**src/wrapped_convolution_3x3_rgb_macros.svh**
```systemverilog
// Assertion macros for the 3x3 RGB convolution block.
// Used by the modules in src; expects clk and rst_n in scope.
`ifndef WRAPPED_CONVOLUTION_3X3_RGB_MACROS_SVH
`define WRAPPED_CONVOLUTION_3X3_RGB_MACROS_SVH
`ifndef NO_ASSERTIONS
`define WCV_ASSERT(lbl, prop, msg) \
  lbl: assert property (@(posedge clk) disable iff (!rst_n) prop) else $error(msg);
`define WCV_ASSERT_NEXT(lbl, pre, post, msg) \
  lbl: assert property (@(posedge clk) disable iff (!rst_n) (pre) |=> (post)) else $error(msg);
`else
`define WCV_ASSERT(lbl, prop, msg)
`define WCV_ASSERT_NEXT(lbl, pre, post, msg)
`endif
`endif

```
**src/wcv_pkg.sv**
```systemverilog
// Shared types, constants and helpers for the 3x3 RGB convolution block.
// No dependencies.
package wcv_pkg;

  localparam int MAX_LINE_LENGTH_DEF = 4096;
  localparam int MAX_LINE_COUNT_DEF  = 4096;
  localparam int JOB_COL_W           = 14;
  localparam int REG_W               = 48;
  localparam int IDX_W               = 3;
  localparam int SIZE_W              = 13;
  localparam int MIN_SIZE            = 3;

  localparam logic [IDX_W-1:0] REG_LINE_LENGTH = 3'd0;
  localparam logic [IDX_W-1:0] REG_LINE_COUNT  = 3'd1;
  localparam logic [IDX_W-1:0] REG_COEFF_PREV  = 3'd2;
  localparam logic [IDX_W-1:0] REG_COEFF_SAME  = 3'd3;
  localparam logic [IDX_W-1:0] REG_COEFF_NEXT  = 3'd4;
  localparam logic [IDX_W-1:0] REG_GAIN        = 3'd5;
  localparam logic [IDX_W-1:0] REG_OFFSET      = 3'd6;

  localparam logic [SIZE_W-1:0] LINE_LENGTH_RST = 13'd2160;
  localparam logic [SIZE_W-1:0] LINE_COUNT_RST  = 13'd3840;
  localparam logic [47:0]       COEFF_EDGE_RST  = 48'd53673984;
  localparam logic [47:0]       COEFF_MID_RST   = 48'd3517631890227;
  localparam logic [15:0]       GAIN_RST        = 16'd256;
  localparam logic [9:0]        OFFSET_RST      = 10'd0;

  localparam logic [2:0] SLOT_COPY0 = 3'd3;
  localparam logic [2:0] SLOT_COPY1 = 3'd4;

  typedef enum logic {OP_PIXEL = 1'b0, OP_DRAIN = 1'b1} op_t;

  typedef struct packed {
    logic [47:0] coeff_prev;
    logic [47:0] coeff_same;
    logic [47:0] coeff_next;
    logic [15:0] gain;
    logic [9:0]  offset;
  } cfg_t;

  typedef struct packed {
    logic [2:0]           s_prev;
    logic [2:0]           s_same;
    logic [2:0]           s_next;
    logic [11:0]          line;
    logic [JOB_COL_W-1:0] col;
    logic                 run_last;
    logic                 frame_done;
  } job_t;

  typedef struct packed {
    logic                 en;
    logic [2:0]           slot;
    logic [JOB_COL_W-1:0] col;
    logic [23:0]          pixel;
  } store_wr_t;

  function automatic int clamp_size(int v, int hi);
    if (v < MIN_SIZE) return MIN_SIZE;
    if (v > hi) return hi;
    return v;
  endfunction

endpackage

```
**src/wcv_queue.sv**
```systemverilog
// Four-entry job queue between front and back end; takes up to three
// jobs per cycle, gives one. Depends on wcv_pkg.
module wcv_queue (
  input  logic          clk,
  input  logic          rst_n,
  input  wcv_pkg::job_t jobs [3],
  input  logic [1:0]    push_n,
  input  logic          pop,
  output logic          q_valid,
  output logic          q_empty,
  output wcv_pkg::job_t q_job
);

  wcv_pkg::job_t ent_r [4];
  logic [1:0] wp_r, rp_r;
  logic [2:0] cnt_r;

  assign q_empty = cnt_r == 3'd0;
  assign q_valid = !q_empty;
  assign q_job   = ent_r[rp_r];

  always_ff @(posedge clk) begin
    for (int i = 0; i < 3; i++) begin
      if (2'(i) < push_n) ent_r[wp_r + 2'(i)] <= jobs[i];
    end
    if (!rst_n) begin
      wp_r  <= '0;
      rp_r  <= '0;
      cnt_r <= '0;
    end else begin
      wp_r  <= wp_r + push_n;
      rp_r  <= rp_r + 2'(pop);
      cnt_r <= cnt_r + 3'(push_n) - 3'(pop);
    end
  end

endmodule

```
**config.mk**
```make
export PLATFORM = sky130hd
export DESIGN_NAME = wcv_queue
export DESIGN_NICKNAME = d
export VERILOG_FILES = /design/src/wrapped_convolution_3x3_rgb_macros.svh /design/src/wcv_pkg.sv /design/src/wcv_queue.sv
export SDC_FILE = /design/constraint.sdc
export NUM_CORES = 1
export LEC_CHECK = 0
export ABC_AREA = 1
export BUFFER_PORTS_ARGS = -buffer_cell sky130_fd_sc_hd__buf_2
export CAP_MARGIN = 20
export CELL_PAD_IN_SITES_DETAIL_PLACEMENT = 2
export CELL_PAD_IN_SITES_GLOBAL_PLACEMENT = 2
export CORE_ASPECT_RATIO = 1.2
export CORE_MARGIN = 2
export CORE_UTILIZATION = 33
export DETAILED_ROUTE_END_ITERATION = 10
export HOLD_SLACK_MARGIN = 0.1
export PLACE_DENSITY_LB_ADDON = 0.3
export SETUP_SLACK_MARGIN = 0.05
export SLEW_MARGIN = 40
export SYNTH_ARGS = -nofsm -noshare
export SYNTH_HDL_FRONTEND = slang
export SYNTH_SLANG_ARGS = --single-unit
```
**constraint.sdc**
```tcl
create_clock -name clk -period 6.4 [get_ports clk]
set_input_delay 1.28 -clock clk [delete_from_list [all_inputs] [get_ports clk]]
set_output_delay 1.28 -clock clk [all_outputs]
set_load 0.005 [all_outputs]
```
==> results.toml, run 1 <==
[status]
status = "completed"

[worst_setup_path]
cp-start-kind = "register"
cp-end-kind = "primary output"
critical_path_class = "reg -> out"
crit_required_ns = 5.12
critPathMaxFanout = 55
cp.arrival_ns = 2.52

[routing]
drt_pass1_iterations = 6
ant_nets = 0
drc = 0
wirelength_mm = 40.8
first_iter_violations = 595
vias_per_cell = 5.38
vias = 10200
wire_per_inst_um = 21.5

[clock_network]
hold_buffers = 0
cts_resized = 0
clock_sinks = 155
cts_root_buf = "clkbuf_16"
clock_path_buffers = 2
cts_tree = "done"
clk_pin_slew_ns = 0.07
htreeDepth = 4
postCtsSetupBuffers = 0
clk_latency_ns = 0.44
cts_made_buffers = 17

[power]
p_per_area_nw_per_um2 = 262
vdd_ir_drop_max_uv = 179
total_power_mw = 3.08
p_leak_nw = 5.67

[sta]
worst_pin_slew_ns = 0.769
rsz0062_at_grt = "false"
slew_headroom_pct = 48.7
min_period_over_period_pct = 59.4
period_needed_ns = 3.80
fin_skew_ns = 0.0128
timing.setup.tns_ns = 0
maxClockFrequency_mhz = 263
hold_viol = 0
setup_viol = 0
drv_slew = 0

[die]
die_h_um = 195
initial_core_util_pct = 33.3
ioPinCount = 155
dieArea_um2 = 31900
rows = 70
dieWidth_um = 163
core-area_um2 = 30200

[final_layout]
antenna_cells = 0
final_area_um2 = 11800
nNetsFinal = 1615
final_cells = 1902
final_cell_mix = "nand2_1 (608), nand3_1 (187), inv_1 (164), buf_2 (153), edfxtp_1 (148)"
syn2layout_area_growth_pct = 16.9
utilization_pct = 38.9
layout_commonest_cell = "nand2_1"
drive_above_1_share_pct = 15.3

[yosys]
ys_top_cells_by_area = "edfxtp_1 (44%), nand2_1 (23%), nand3_1 (9.5%)"
ys_seq_area_share_pct = 45.6
syn_inst = 1394
netlist_area_um2 = 10100
synth_cell_type_count = 25
ys_seq_elements = 155
ys_warn_count = 0
synth_top_area_cell = "edfxtp_1"
synth_fp_nets = 1516
synth_top_area_share_pct = 44.2
synth.avg_cell_area_um2 = 7.22

[global_route]
grt_pass1_vias = 11300
grt_pass1_wl_mm = 64.1
grt_antenna_before_repair = 0
gr-usage-all-layers_pct = 26.4
grt_overflow = 0
grt_max_degree = 71

[worst_hold_path]
hold_path.class = "reg -> reg"

[placement]
gp_congestion = 0.761
placed_area_um2 = 11200
placed_cells = 1869
dpl.hpwl_mm = 25.8
port_buffers = 154

[flow_run]
drv_cap = 0
through the flow:
stage               setup slack [ns]  hold slack (ns)
floorplan                       1.47            0.476
global placement                2.26            0.492
detailed placement              2.30            0.519
CTS                             2.53            0.534
global route                    2.39            0.562
finish                          2.60            0.528
layout make-up:
class | instances | area [um^2]
timing repair buffer | 175 | 1040
multi-input combinational | 975 | 4410
tap | 396 | 495
clock inverter | 14 | 146
inverter | 169 | 646
clock buffer | 18 | 429
fill | 3629 | 18500
sequential | 155 | 4590
where the power goes:
group          switching (mW)  internal [mW]  total [mW]
clock network           0.465          0.576        1.04
registers              0.0583           1.27        1.33
logic                   0.486          0.221       0.707
sequential cells by signal (all words and copies together) (netlist names):
| register | flops |
|---|---|
| cnt_r | 3 |
| ent_r | 148 |
| rp_r | 2 |
| wp_r | 2 |
Yosys cell counts:
master and count:
fa_1 1, buf_1 8, nand3_1 191, nand2_1 610, edfxtp_1 148, nand2_2 2
buf_2 49, nor3_1 1, inv_2 5, a21boi_0 1, nand4_1 38, inv_1 164
o21ai_0 37, dfxtp_1 7, nand3_2 1, nor2_4 3, clkbuf_1 21, buf_6 7
ha_1 5, or2_2 1, a21oi_1 40, nor2_1 5, buf_4 10, o211ai_1 37
nor2_2 2
per-layer routing:
| layer | global-route usage [%] | up-vias | part of all wire [%] |
|---|---|---|---|
| met5 | 0 | - | 0 |
| met4 | 9.01 | 0 | 2.6 |
| met3 | 3.74 | 69 | 4.0 |
| met2 | 48.1 | 262 | 52 |
| met1 | 31.5 | 5176 | 41 |
| li1 | - | 4719 | - |
kinds of logic (layout without fill, tap and decap cells):
| logic type | after synthesis | in the layout | share of synthesized area [%] |
|---|---|---|---|
| buf+inv | 264 | 376 | 11.4 |
| compound gates | 115 | 115 | 6.67 |
| flops | 155 | 155 | 45.6 |
| fa+ha+maj | 6 | 6 | 0.821 |
| simple gates | 854 | 854 | 35.6 |
worst max-delay path, stage by stage (launching register included):
cell	delay, ns
dfxtp_4	0.69
buf_12	0.29
buf_4	0.52
a21oi_1	0.13
o21ai_0	0.14
nand2_1	0.12
buf_2	0.15
path summary, 6_finish.rpt:
path	from	end	slack, ns	depth (start not counted)
setup / recovery	rp_r[0]	q_job[31]	2.60	6
hold reg to reg	cnt_r[2]	cnt_r[2]	0.53	2
setup reg to reg	wp_r[0]	ent_r[2][10]	2.70	6
hold / removal	cnt_r[2]	cnt_r[2]	0.53	2
No activity file was read; power rests on OpenSTA's default activity.
==> run 2, diff against run 1 <==
- clock period: 6.4 -> 3.5 ns (I/O delays scaled with it)
==> run 2 against run 1 <==
Sequential share of layout area down 0.11 points. Setup slack got worse by 2.0 ns. Combinational power increased by 81%. Routed wire length decreased by 1.3%. Flip-flop and latch count did not move.
==> results.toml, run 2 (synthesized netlist as in run 1, its figures left out) <==
[worst_setup_path]
crit_chain = "buf_4 > a21oi_1 > o21ai_0 > nand2_1 > buf_2"
reg2reg_depth = 5
path_buf_inv = 2
cp-end-kind = "primary output"
rr_startpoint = "wp_r[0]"
cp.arrival_ns = 2.16
r2r-end = "ent_r[1][4]"
slowest_delay_ns = 0.74
r2r_setup_slack_ns = 0.82
critPathSlowestCell = "dfxtp_4"
crit_required_ns = 2.80
crit_family = "flip-flops"
cp-start-kind = "register"
critPathMaxFanout = 53
critical_path_class = "reg -> out"

[global_route]
grt_pass1_vias = 11400
grt_pass1_wl_mm = 64.5
grt_antenna_before_repair = 0
grt_overflow = 0
grt_max_degree = 74
gr-usage-all-layers_pct = 26.5

[flow_run]
drv_cap = 0

[clock_network]
clk_pin_slew_ns = 0.07
cts_tree = "done"
htreeDepth = 4
clock_sinks = 155
cts_made_buffers = 17
cts_resized = 0
hold_buffers = 0
clock_path_buffers = 2
clk_latency_ns = 0.45
cts_root_buf = "clkbuf_16"
postCtsSetupBuffers = 0

[die]
die_h_um = 195
core-area_um2 = 30200
initial_core_util_pct = 33.3
rows = 70
dieArea_um2 = 31900
dieWidth_um = 163
ioPinCount = 155

[sta]
min_period_over_period_pct = 81.8
timing.setup.tns_ns = 0
hold_viol = 0
maxClockFrequency_mhz = 349
setup_ws_ns = 0.636
rsz0062_at_grt = "false"
period_needed_ns = 2.86
hold_slack_ns = 0.526
slew_headroom_pct = 48.3
setup_viol = 0
worst_pin_slew_ns = 0.775
fin_skew_ns = 0.0127
drv_slew = 0

[final_layout]
top_register = "ent_r"
drive_above_1_share_pct = 15.5
reg.largest.list = "ent_r x148, cnt_r x3"
utilization_pct = 39.0
layout_commonest_cell = "nand2_1"
syn2layout_area_growth_pct = 17.2
antenna_cells = 0
largest_register_ffs = 148
nNetsFinal = 1620
final_cell_mix = "nand2_1 (608), nand3_1 (187), inv_1 (164), buf_2 (153), edfxtp_1 (148)"
final_cells = 1907
final_area_um2 = 11800

[placement]
placed_area_um2 = 11200
pre_cts_ws_ns = 0.697
port_buffers = 154
dpl.hpwl_mm = 25.9
placed_cells = 1875
gp_congestion = 0.777

[status]
status = "completed"

[routing]
wirelength_mm = 40.3
vias = 10200
drc = 0
drt_pass1_iterations = 5
vias_per_cell = 5.37
wire_per_inst_um = 21.1
first_iter_violations = 622
ant_nets = 0

[power]
total_power_mw = 5.72
p_per_area_nw_per_um2 = 485
p_leak_nw = 5.69
vdd_ir_drop_max_uv = 350

[worst_hold_path]
hold_path.class = "reg -> reg"
worstHoldEndpoint = "cnt_r[2]"
min_delay_path_depth = 2
hold_start = "cnt_r[2]"
run 2: worst max path at each step:
stage	startpoint	to	cells past startpoint
final	rp_r[0]	q_job[17]	5
after detailed placement	push_n[1]	ent_r[0][34]	7
after floorplan	push_n[1]	ent_r[1][0]	5
after global placement	push_n[1]	ent_r[0][22]	7
after global routing	rp_r[0]	q_job[17]	5
after CTS	rp_r[0]	q_job[17]	5
run 2: report_power, final:
group	leakage (nW)	switching, mW	internal, mW
clock network	0.290	0.816	1.19
logic	3.93	0.863	0.414
registers	1.47	0.111	2.33
run 2: area by class of cell:
type,count,area [um^2]
fill,3587,18400
sequential,155,4590
multi-input combinational,975,4400
timing repair buffer,180,1060
inverter,169,637
tap,396,495
clock buffer,20,437
clock inverter,12,175
run 2: tightest hold or removal path, cell delays in order (launching register included):
cell     delay, ns
dfxtp_1       0.35
a21oi_1       0.05
nor2_1        0.09
run 2: layer usage:
| layer | track usage, % | part of all wire (%) |
|---|---|---|
| met3 | 3.19 | 3.8 |
| met5 | 0 | 0 |
| met2 | 48.5 | 53 |
| met1 | 32.0 | 41 |
| met4 | 8.52 | 2.6 |
