### config.mk
export PLATFORM = sky130hd
export DESIGN_NAME = wcv_front
export DESIGN_NICKNAME = d
export VERILOG_FILES = /design/src/wrapped_convolution_3x3_rgb_macros.svh /design/src/wcv_pkg.sv /design/src/wcv_front.sv
export SDC_FILE = /design/constraint.sdc
export NUM_CORES = 1
export LEC_CHECK = 0
export BUFFER_PORTS_ARGS = -buffer_cell sky130_fd_sc_hd__buf_2
export CAP_MARGIN = 20
export CORE_MARGIN = 3
export CORE_UTILIZATION = 61
export DETAILED_ROUTE_END_ITERATION = 7
export PLACE_DENSITY = 0.89
export REMOVE_ABC_BUFFERS = 1
export SYNTH_ARGS = -nofsm -noshare
export SYNTH_HDL_FRONTEND = slang
export SYNTH_SLANG_ARGS = --single-unit
### constraint.sdc
create_clock -name clk -period 13.2 [get_ports clk]
set_input_delay 0.66 -clock clk [delete_from_list [all_inputs] [get_ports clk]]
set_output_delay 0.66 -clock clk [all_outputs]
set_load 0.02 [all_outputs]
### src/wrapped_convolution_3x3_rgb_macros.svh
// Assertion macros for the 3x3 RGB convolution block.
// Used by the modules in src; expects clk and rst_n in scope.
`ifndef WRAPPED_CONVOLUTION_3X3_RGB_MACROS_SVH
`define WRAPPED_CONVOLUTION_3X3_RGB_MACROS_SVH
`ifndef NO_ASSERTIONS
`define WCV_ASSERT(lbl, prop, msg) \
  lbl: assert property (@(posedge clk) disable iff (!rst_n) prop) else $error(msg);
`define WCV_ASSERT_NEXT(lbl, pre, post, msg) \
  lbl: assert property (@(posedge clk) disable iff (!rst_n) (pre) |=> (post)) else $error(msg);
`else
`define WCV_ASSERT(lbl, prop, msg)
`define WCV_ASSERT_NEXT(lbl, pre, post, msg)
`endif
`endif

### src/wcv_pkg.sv
// Shared types, constants and helpers for the 3x3 RGB convolution block.
// No dependencies.
package wcv_pkg;

  localparam int MAX_LINE_LENGTH_DEF = 4096;
  localparam int MAX_LINE_COUNT_DEF  = 4096;
  localparam int JOB_COL_W           = 14;
  localparam int REG_W               = 48;
  localparam int IDX_W               = 3;
  localparam int SIZE_W              = 13;
  localparam int MIN_SIZE            = 3;

  localparam logic [IDX_W-1:0] REG_LINE_LENGTH = 3'd0;
  localparam logic [IDX_W-1:0] REG_LINE_COUNT  = 3'd1;
  localparam logic [IDX_W-1:0] REG_COEFF_PREV  = 3'd2;
  localparam logic [IDX_W-1:0] REG_COEFF_SAME  = 3'd3;
  localparam logic [IDX_W-1:0] REG_COEFF_NEXT  = 3'd4;
  localparam logic [IDX_W-1:0] REG_GAIN        = 3'd5;
  localparam logic [IDX_W-1:0] REG_OFFSET      = 3'd6;

  localparam logic [SIZE_W-1:0] LINE_LENGTH_RST = 13'd2160;
  localparam logic [SIZE_W-1:0] LINE_COUNT_RST  = 13'd3840;
  localparam logic [47:0]       COEFF_EDGE_RST  = 48'd53673984;
  localparam logic [47:0]       COEFF_MID_RST   = 48'd3517631890227;
  localparam logic [15:0]       GAIN_RST        = 16'd256;
  localparam logic [9:0]        OFFSET_RST      = 10'd0;

  localparam logic [2:0] SLOT_COPY0 = 3'd3;
  localparam logic [2:0] SLOT_COPY1 = 3'd4;

  typedef enum logic {OP_PIXEL = 1'b0, OP_DRAIN = 1'b1} op_t;

  typedef struct packed {
    logic [47:0] coeff_prev;
    logic [47:0] coeff_same;
    logic [47:0] coeff_next;
    logic [15:0] gain;
    logic [9:0]  offset;
  } cfg_t;

  typedef struct packed {
    logic [2:0]           s_prev;
    logic [2:0]           s_same;
    logic [2:0]           s_next;
    logic [11:0]          line;
    logic [JOB_COL_W-1:0] col;
    logic                 run_last;
    logic                 frame_done;
  } job_t;

  typedef struct packed {
    logic                 en;
    logic [2:0]           slot;
    logic [JOB_COL_W-1:0] col;
    logic [23:0]          pixel;
  } store_wr_t;

  function automatic int clamp_size(int v, int hi);
    if (v < MIN_SIZE) return MIN_SIZE;
    if (v > hi) return hi;
    return v;
  endfunction

endpackage

### src/wcv_front.sv
// Front end: accepts items, tracks raster position, writes the line store
// and queues convolution jobs. Depends on wcv_pkg.
module wcv_front #(
  parameter int MAX_LINE_LENGTH = wcv_pkg::MAX_LINE_LENGTH_DEF,
  parameter int MAX_LINE_COUNT  = wcv_pkg::MAX_LINE_COUNT_DEF
) (
  input  logic                      clk,
  input  logic                      rst_n,
  input  logic                      in_tvalid,
  output logic                      in_tready,
  input  logic [23:0]               in_tdata,
  input  logic                      in_tuser,
  input  logic [$clog2(MAX_LINE_LENGTH+1)-1:0] len,
  input  logic [$clog2(MAX_LINE_COUNT+1)-1:0]  cnt,
  input  logic                      q_empty,
  input  logic                      back_busy,
  output wcv_pkg::store_wr_t        wr,
  output wcv_pkg::job_t             jobs [3],
  output logic [1:0]                push_n
);

  localparam int LEN_W = $clog2(MAX_LINE_LENGTH+1);
  localparam int COL_W = $clog2(MAX_LINE_LENGTH);
  localparam int CNT_W = $clog2(MAX_LINE_COUNT+1);
  localparam int LIN_W = $clog2(MAX_LINE_COUNT);
  localparam int POS_W = LEN_W + 1;

  logic [COL_W-1:0] in_col_r, in_col_nxt;
  logic [LIN_W-1:0] in_line_r, in_line_nxt;
  logic [1:0]       head_r, head_nxt;
  logic [POS_W-1:0] drain_pos_r, drain_pos_nxt;
  logic             draining_r, draining_nxt;
  logic             pend_r, pend_nxt;
  logic [2:0]       pend_slot_r, pend_slot_nxt;
  logic [COL_W-1:0] pend_col_r, pend_col_nxt;
  logic [23:0]      pend_px_r, pend_px_nxt;

  logic             accept;
  wcv_pkg::op_t     op;
  logic [LEN_W-1:0] len_m1;
  logic [CNT_W-1:0] cnt_m1;
  logic [COL_W-1:0] col;
  logic [LIN_W-1:0] line;
  logic             col_last, line_last;
  logic [1:0]       head, sp, ss;
  logic [POS_W-1:0] pos_max, pos;
  logic [11:0]      line_prev;

  function automatic logic [1:0] inc3(logic [1:0] h);
    case (h)
      2'd0:    return 2'd1;
      2'd1:    return 2'd2;
      default: return 2'd0;
    endcase
  endfunction

  assign in_tready = !back_busy && q_empty && !pend_r;
  assign accept    = in_tvalid && in_tready;
  assign op        = wcv_pkg::op_t'(in_tuser);
  assign len_m1    = len - LEN_W'(1);
  assign cnt_m1    = cnt - CNT_W'(1);
  assign col       = (LEN_W'(in_col_r) > len_m1) ? COL_W'(len_m1) : in_col_r;
  assign line      = (CNT_W'(in_line_r) > cnt_m1) ? LIN_W'(cnt_m1) : in_line_r;
  assign col_last  = LEN_W'(col) == len_m1;
  assign line_last = CNT_W'(line) == cnt_m1;
  assign head      = (head_r == 2'd3) ? 2'd0 : head_r;
  assign sp        = inc3(head);
  assign ss        = inc3(sp);
  assign pos_max   = {len, 1'b0} - POS_W'(1);
  assign pos       = (drain_pos_r > pos_max) ? pos_max : drain_pos_r;
  assign line_prev = 12'(LIN_W'(line - LIN_W'(1)));

  always_comb begin
    in_col_nxt    = in_col_r;
    in_line_nxt   = in_line_r;
    head_nxt      = head_r;
    drain_pos_nxt = drain_pos_r;
    draining_nxt  = draining_r;
    pend_nxt      = 1'b0;
    pend_slot_nxt = pend_slot_r;
    pend_col_nxt  = pend_col_r;
    pend_px_nxt   = pend_px_r;
    push_n        = 2'd0;
    wr.en         = pend_r;
    wr.slot       = pend_slot_r;
    wr.col        = wcv_pkg::JOB_COL_W'(pend_col_r);
    wr.pixel      = pend_px_r;
    for (int i = 0; i < 3; i++) begin
      jobs[i].s_prev     = {1'b0, sp};
      jobs[i].s_same     = {1'b0, ss};
      jobs[i].s_next     = {1'b0, head};
      jobs[i].line       = line_prev;
      jobs[i].col        = '0;
      jobs[i].run_last   = 1'b0;
      jobs[i].frame_done = 1'b0;
    end
    jobs[0].col = wcv_pkg::JOB_COL_W'(COL_W'(col - COL_W'(1)));
    jobs[1].col = wcv_pkg::JOB_COL_W'(col);
    jobs[2].run_last = 1'b1;

    if (accept && op == wcv_pkg::OP_DRAIN && draining_r) begin
      push_n = 2'd1;
      jobs[0].run_last = 1'b1;
      if (pos < POS_W'(len)) begin
        jobs[0].s_prev = {1'b0, ss};
        jobs[0].s_same = {1'b0, head};
        jobs[0].s_next = wcv_pkg::SLOT_COPY0;
        jobs[0].line   = 12'(cnt_m1);
        jobs[0].col    = wcv_pkg::JOB_COL_W'(pos);
      end else begin
        jobs[0].s_prev = {1'b0, head};
        jobs[0].s_same = wcv_pkg::SLOT_COPY0;
        jobs[0].s_next = wcv_pkg::SLOT_COPY1;
        jobs[0].line   = 12'd0;
        jobs[0].col    = wcv_pkg::JOB_COL_W'(pos - POS_W'(len));
      end
      if (pos == pos_max) begin
        jobs[0].frame_done = 1'b1;
        draining_nxt       = 1'b0;
        drain_pos_nxt      = '0;
      end else begin
        drain_pos_nxt = pos + POS_W'(1);
      end
    end else if (accept && op == wcv_pkg::OP_PIXEL && !draining_r) begin
      wr.en    = 1'b1;
      wr.slot  = {1'b0, head};
      wr.col   = wcv_pkg::JOB_COL_W'(col);
      wr.pixel = in_tdata;
      pend_slot_nxt = (line == '0) ? wcv_pkg::SLOT_COPY0 : wcv_pkg::SLOT_COPY1;
      pend_col_nxt  = col;
      pend_px_nxt   = in_tdata;
      pend_nxt      = (line == '0) || (line == LIN_W'(1));
      if (CNT_W'(line) >= CNT_W'(2) && LEN_W'(col) >= LEN_W'(2)) begin
        if (col_last) begin
          push_n = 2'd3;
        end else begin
          push_n = 2'd1;
          jobs[0].run_last = 1'b1;
        end
      end
      if (col_last) begin
        in_col_nxt = '0;
        if (line_last) begin
          draining_nxt  = 1'b1;
          drain_pos_nxt = '0;
          in_line_nxt   = '0;
          head_nxt      = head;
        end else begin
          in_line_nxt = line + LIN_W'(1);
          head_nxt    = sp;
        end
      end else begin
        in_col_nxt = col + COL_W'(1);
        head_nxt   = head;
      end
    end
  end

  always_ff @(posedge clk) begin
    if (!rst_n) begin
      in_col_r    <= '0;
      in_line_r   <= '0;
      head_r      <= '0;
      drain_pos_r <= '0;
      draining_r  <= 1'b0;
      pend_r      <= 1'b0;
    end else begin
      in_col_r    <= in_col_nxt;
      in_line_r   <= in_line_nxt;
      head_r      <= head_nxt;
      drain_pos_r <= drain_pos_nxt;
      draining_r  <= draining_nxt;
      pend_r      <= pend_nxt;
    end
    pend_slot_r <= pend_slot_nxt;
    pend_col_r  <= pend_col_nxt;
    pend_px_r   <= pend_px_nxt;
  end

endmodule

==> summary.txt <==
STA
  – Worst Tran Pin Value: around 1.1 ns
  – Setup violations, final: 0
  – Setup tns final: 0 ns
  – Final slew viol count: 0
  – Max_slew headroom: 0.2952
  – Max frequency: 102.4 MHz
  – Final Hold Viols: 0
  – Final clock skew: approximately 0.0084 ns
  – Fin crit share: 0.7400
  – Minimum clock period: 9.768 ns
  – RSZ-0062 raised after global routing: no

Power and ir drop
  – Int Power: around 450 uW
  – VDD IR max: 0.06137 mV
  – Combinational power share: 0.201
  – Clk pwr share: 0.399
  – Power, Total: about 660 uW
  – P_sw: between 200 and 250 uW
  – Flop pwr share: 0.400
  – Leakage power: between 4 and 5 nW
  – PD cells: roughly 65 mW/mm2
  – Sw Share: 0.3097

Routing
  – M1 WL: 11.68 mm
  – Drt first pass iters: 5
  – Detailed-route via count: 9300
  – Drt wl/cell: between 15 and 20 um
  – Top layer in use: met4
  – Drt drc: 0
  – Post-DRT Antenna Nets: 0
  – Vias/cell: roughly 6.3
  – Final WL: 28.67 mm
  – Wire length on met2: 13.59 mm
  – Routed wl met3: about 2.3 mm
  – Iteration-0 DRC count of the detailed router: between 800 and 900

Outcome
  – Outcome: finished, final reports clean

Clock network
  – CTS H-tree lvls: 3
  – TritonCTS Sinks: 80
  – CTS tree: done
  – Worst-Skew Late Latency: between 0.3 and 0.4 ns
  – Clk pin slew, worst setup/hold paths: roughly 0.07 ns
  – Post-cts resize count: 0
  – Clock Tree Root: clkbuf_16
  – CTS buffer count: 9
  – Hold_buf cts: 0
  – Clk buf depth: 2
  – Post-CTS Setup Inserts: 0

Floorplanning
  – Initial Util: 0.6271
  – Ports: roughly 210
  – Rows: between 40 and 50
  – Core area: 0.01464 mm2
  – Die ar.: between 0.015 and 0.02 mm2
  – Die X: 128.7 um
  – Die Y: approximately 130 um

Logic synthesis
  – Dominant cells by area after synthesis: edfxtp_1 (12%), dfxtp_1 (9.2%), ha_1 (7.1%)
  – Top-area cell type share of the netlist area: 0.1243
  – Mapped Area: between 0.009 and 0.01 mm2
  – Ys async rst share: 0
  – Synthesized flop and latch total: 80
  – Post-synth cell types: 84
  – Synthesized instance count: roughly 1200
  – EDFF count, synth: 38
  – Primary FF master, synth: dfxtp_1
  – Syn. warnings: 0
  – Sequential fraction of the synthesis area: 0.2158
  – Synthesized area per cell: about 7.7 um2
  – Area leader, netlist: edfxtp_1

Min path
  – HP Class: input port to flop

Final layout
  – Area Growth Syn to Fin: 10.23%
  – Nets: 1408
  – Multi-input logic area: about 0.0064 mm2
  – N_diodes: 0
  – Reg area: between 0.0015 and 0.002 mm2
  – Fillcell total: between 1000 and 1500
  – Share of layout cells above drive strength 1: 0.1956

Placed design
  – Placer Congestion: 0.9527
  – Hpwl dp: around 22 mm
  – Port Buffer Count: between 150 and 200

Setup path
  – Delay-heaviest family, CP: compound AO/OA/AOI/OAI gates
  – Crit-path max cell delay: approximately 0.8 ns
  – Setup CP Type: input port to output pin
  – Critical path required time: 12.54 ns
  – Cell repeated most along the worst path: a21oi_1
  – Crit end category: output pin
  – CP Buf/Inv Count: 6
  – CP Max Fanout: 20
  – CP startpoint kind: input port
  – Slowest-stage cell, CP: and2_1
  – Arrival time of the worst setup path: around 9.1 ns

GRT
  – First-pass GRT wire length: between 40 and 50 mm
  – Vias in the first global route: 8469
  – Gr usage total: 0.3311
  – Largest net degree at the start of global routing: just over 70
  – Grt total ovfl: 0
  – Initial antenna violation count: 0

Job
  – Total of max-cap violations: 0
==> cell usage in the layout, fill, tap and decap left out, types with 8 or more instances in the layout <==
cell type / n
nand4_1: 26
mux2i_1: 46
xor2_1: 33
xnor2_1: 70
nor3_1: 36
nand3_1: 37
buf_2: 181
or3_1: 15
buf_4: 11
and3_1: 22
o31ai_1: 15
inv_1: 58
nor2b_1: 8
nand2_1: 170
a21oi_1: 58
mux2_2: 9
clkbuf_16: 9
nor4_1: 14
o21ai_0: 55
dfxtp_1: 42
edfxtp_1: 38
nor2_1: 70
ha_1: 52
and2_1: 10
or2_2: 11
conb_1: 30
a32o_1: 11
==> Yosys cell counts (all sizes together) (4+ instances only) <==
| library cell | instances |
|---|---|
| nor4 | 15 |
| nand3 | 37 |
| and3 | 22 |
| and2 | 10 |
| xnor3 | 5 |
| a21oi | 64 |
| o41ai | 5 |
| nand2 | 171 |
| o21a | 6 |
| edfxtp | 38 |
| nand2b | 7 |
| or2 | 12 |
| clkbuf | 43 |
| ha | 52 |
| nor3b | 6 |
| and4 | 5 |
| xnor2 | 72 |
| nor2 | 72 |
| a31oi | 8 |
| a21boi | 5 |
| dfxtp | 42 |
| or4 | 8 |
| mux2i | 46 |
| o211ai | 4 |
| a221o | 6 |
| o21ai | 62 |
| nand3b | 4 |
| a22o | 6 |
| a32o | 11 |
| a22oi | 6 |
| o31ai | 15 |
| xor2 | 33 |
| mux2 | 9 |
| or3 | 16 |
| o2111ai | 5 |
| clkinv | 5 |
| nor4b | 4 |
| nor2b | 8 |
| buf | 78 |
| a211oi | 7 |
| inv | 58 |
| a21o | 6 |
| nand4 | 26 |
| nor3 | 37 |
==> cell families (layout without fill, tap and decap cells) <==
| family | Yosys count | in the layout | synth area share |
|---|---|---|---|
| xor+xnor | 110 | 110 | 0.1140 |
| flops | 80 | 80 | 0.2158 |
| simple gates | 461 | 461 | 0.2502 |
| other cells | 2 | 30 | 0.0008179 |
| buf+inv | 184 | 271 | 0.1025 |
| mux | 55 | 55 | 0.06118 |
| compound gates | 242 | 242 | 0.1803 |
| fa+ha+maj | 55 | 55 | 0.07521 |
==> cell type report <==
cell class                      count  share of cell area
Clock buffer                        9             0.02225
Clock inverter                      7            0.007787
Inverter                           63             0.02336
Multi-Input combinational cell    953              0.6304
Sequential cell                    80              0.1958
Tap cell                          184             0.02274
Timing Repair Buffer              192             0.09765
==> stage by stage <==
step                      instances  instance area (um2)  hold slack (ns)  setup WS, ns    util
after detailed placement       1472                 9818           0.5228         3.710  0.6705
after floorplan                1096                 8583           0.4747         4.567       -
after global placement         1471                 9811           0.5207         3.927  0.6699
after global routing           1488                10120           0.4916         2.987  0.6912
after CTS                      1488                10120           0.4992         3.691  0.6912
final                          1488                10120           0.4997         3.432  0.6912
==> final timing paths <==
kind	slack, ns	cells after the start	endpoint	from
setup reg to reg	7.90	17	in_line_r[10]	in_line_r[6]
hold / removal	0.50	1	pend_px_r[11]	in_tdata[11]
hold reg to reg	0.54	2	drain_pos_r[7]	drain_pos_r[7]
setup / recovery	3.43	30	jobs[76]	len[0]
==> metal layers <==
layer  global-route usage  vias to the layer above
met5                    0                        -
met2               0.5534                      505
met1               0.4289                     4336
li1                     -                     4381
met4               0.1384                        0
met3              0.04732                       78
==> power by group through the flow <==
stage	clock network (mW)	logic [mW]	registers, mW
4_1_cts	0.261	0.129	0.263
5_1_grt	0.274	0.143	0.263
6_report	0.262	0.132	0.263
3_5_place_dp	0	0.129	0.268
3_3_place_gp	0	0.127	0.268
2_1_floorplan	0	0.0835	0.268
==> state kept, by name, summed over array words and instances (netlist names) <==
signal / flops
pend_col_r: 12
pend_r: 1
pend_px_r: 24
pend_slot_r: 2
head_r: 2
in_line_r: 12
in_col_r: 12
drain_pos_r: 14
draining_r: 1
No activity file was read; power rests on OpenSTA's default activity.
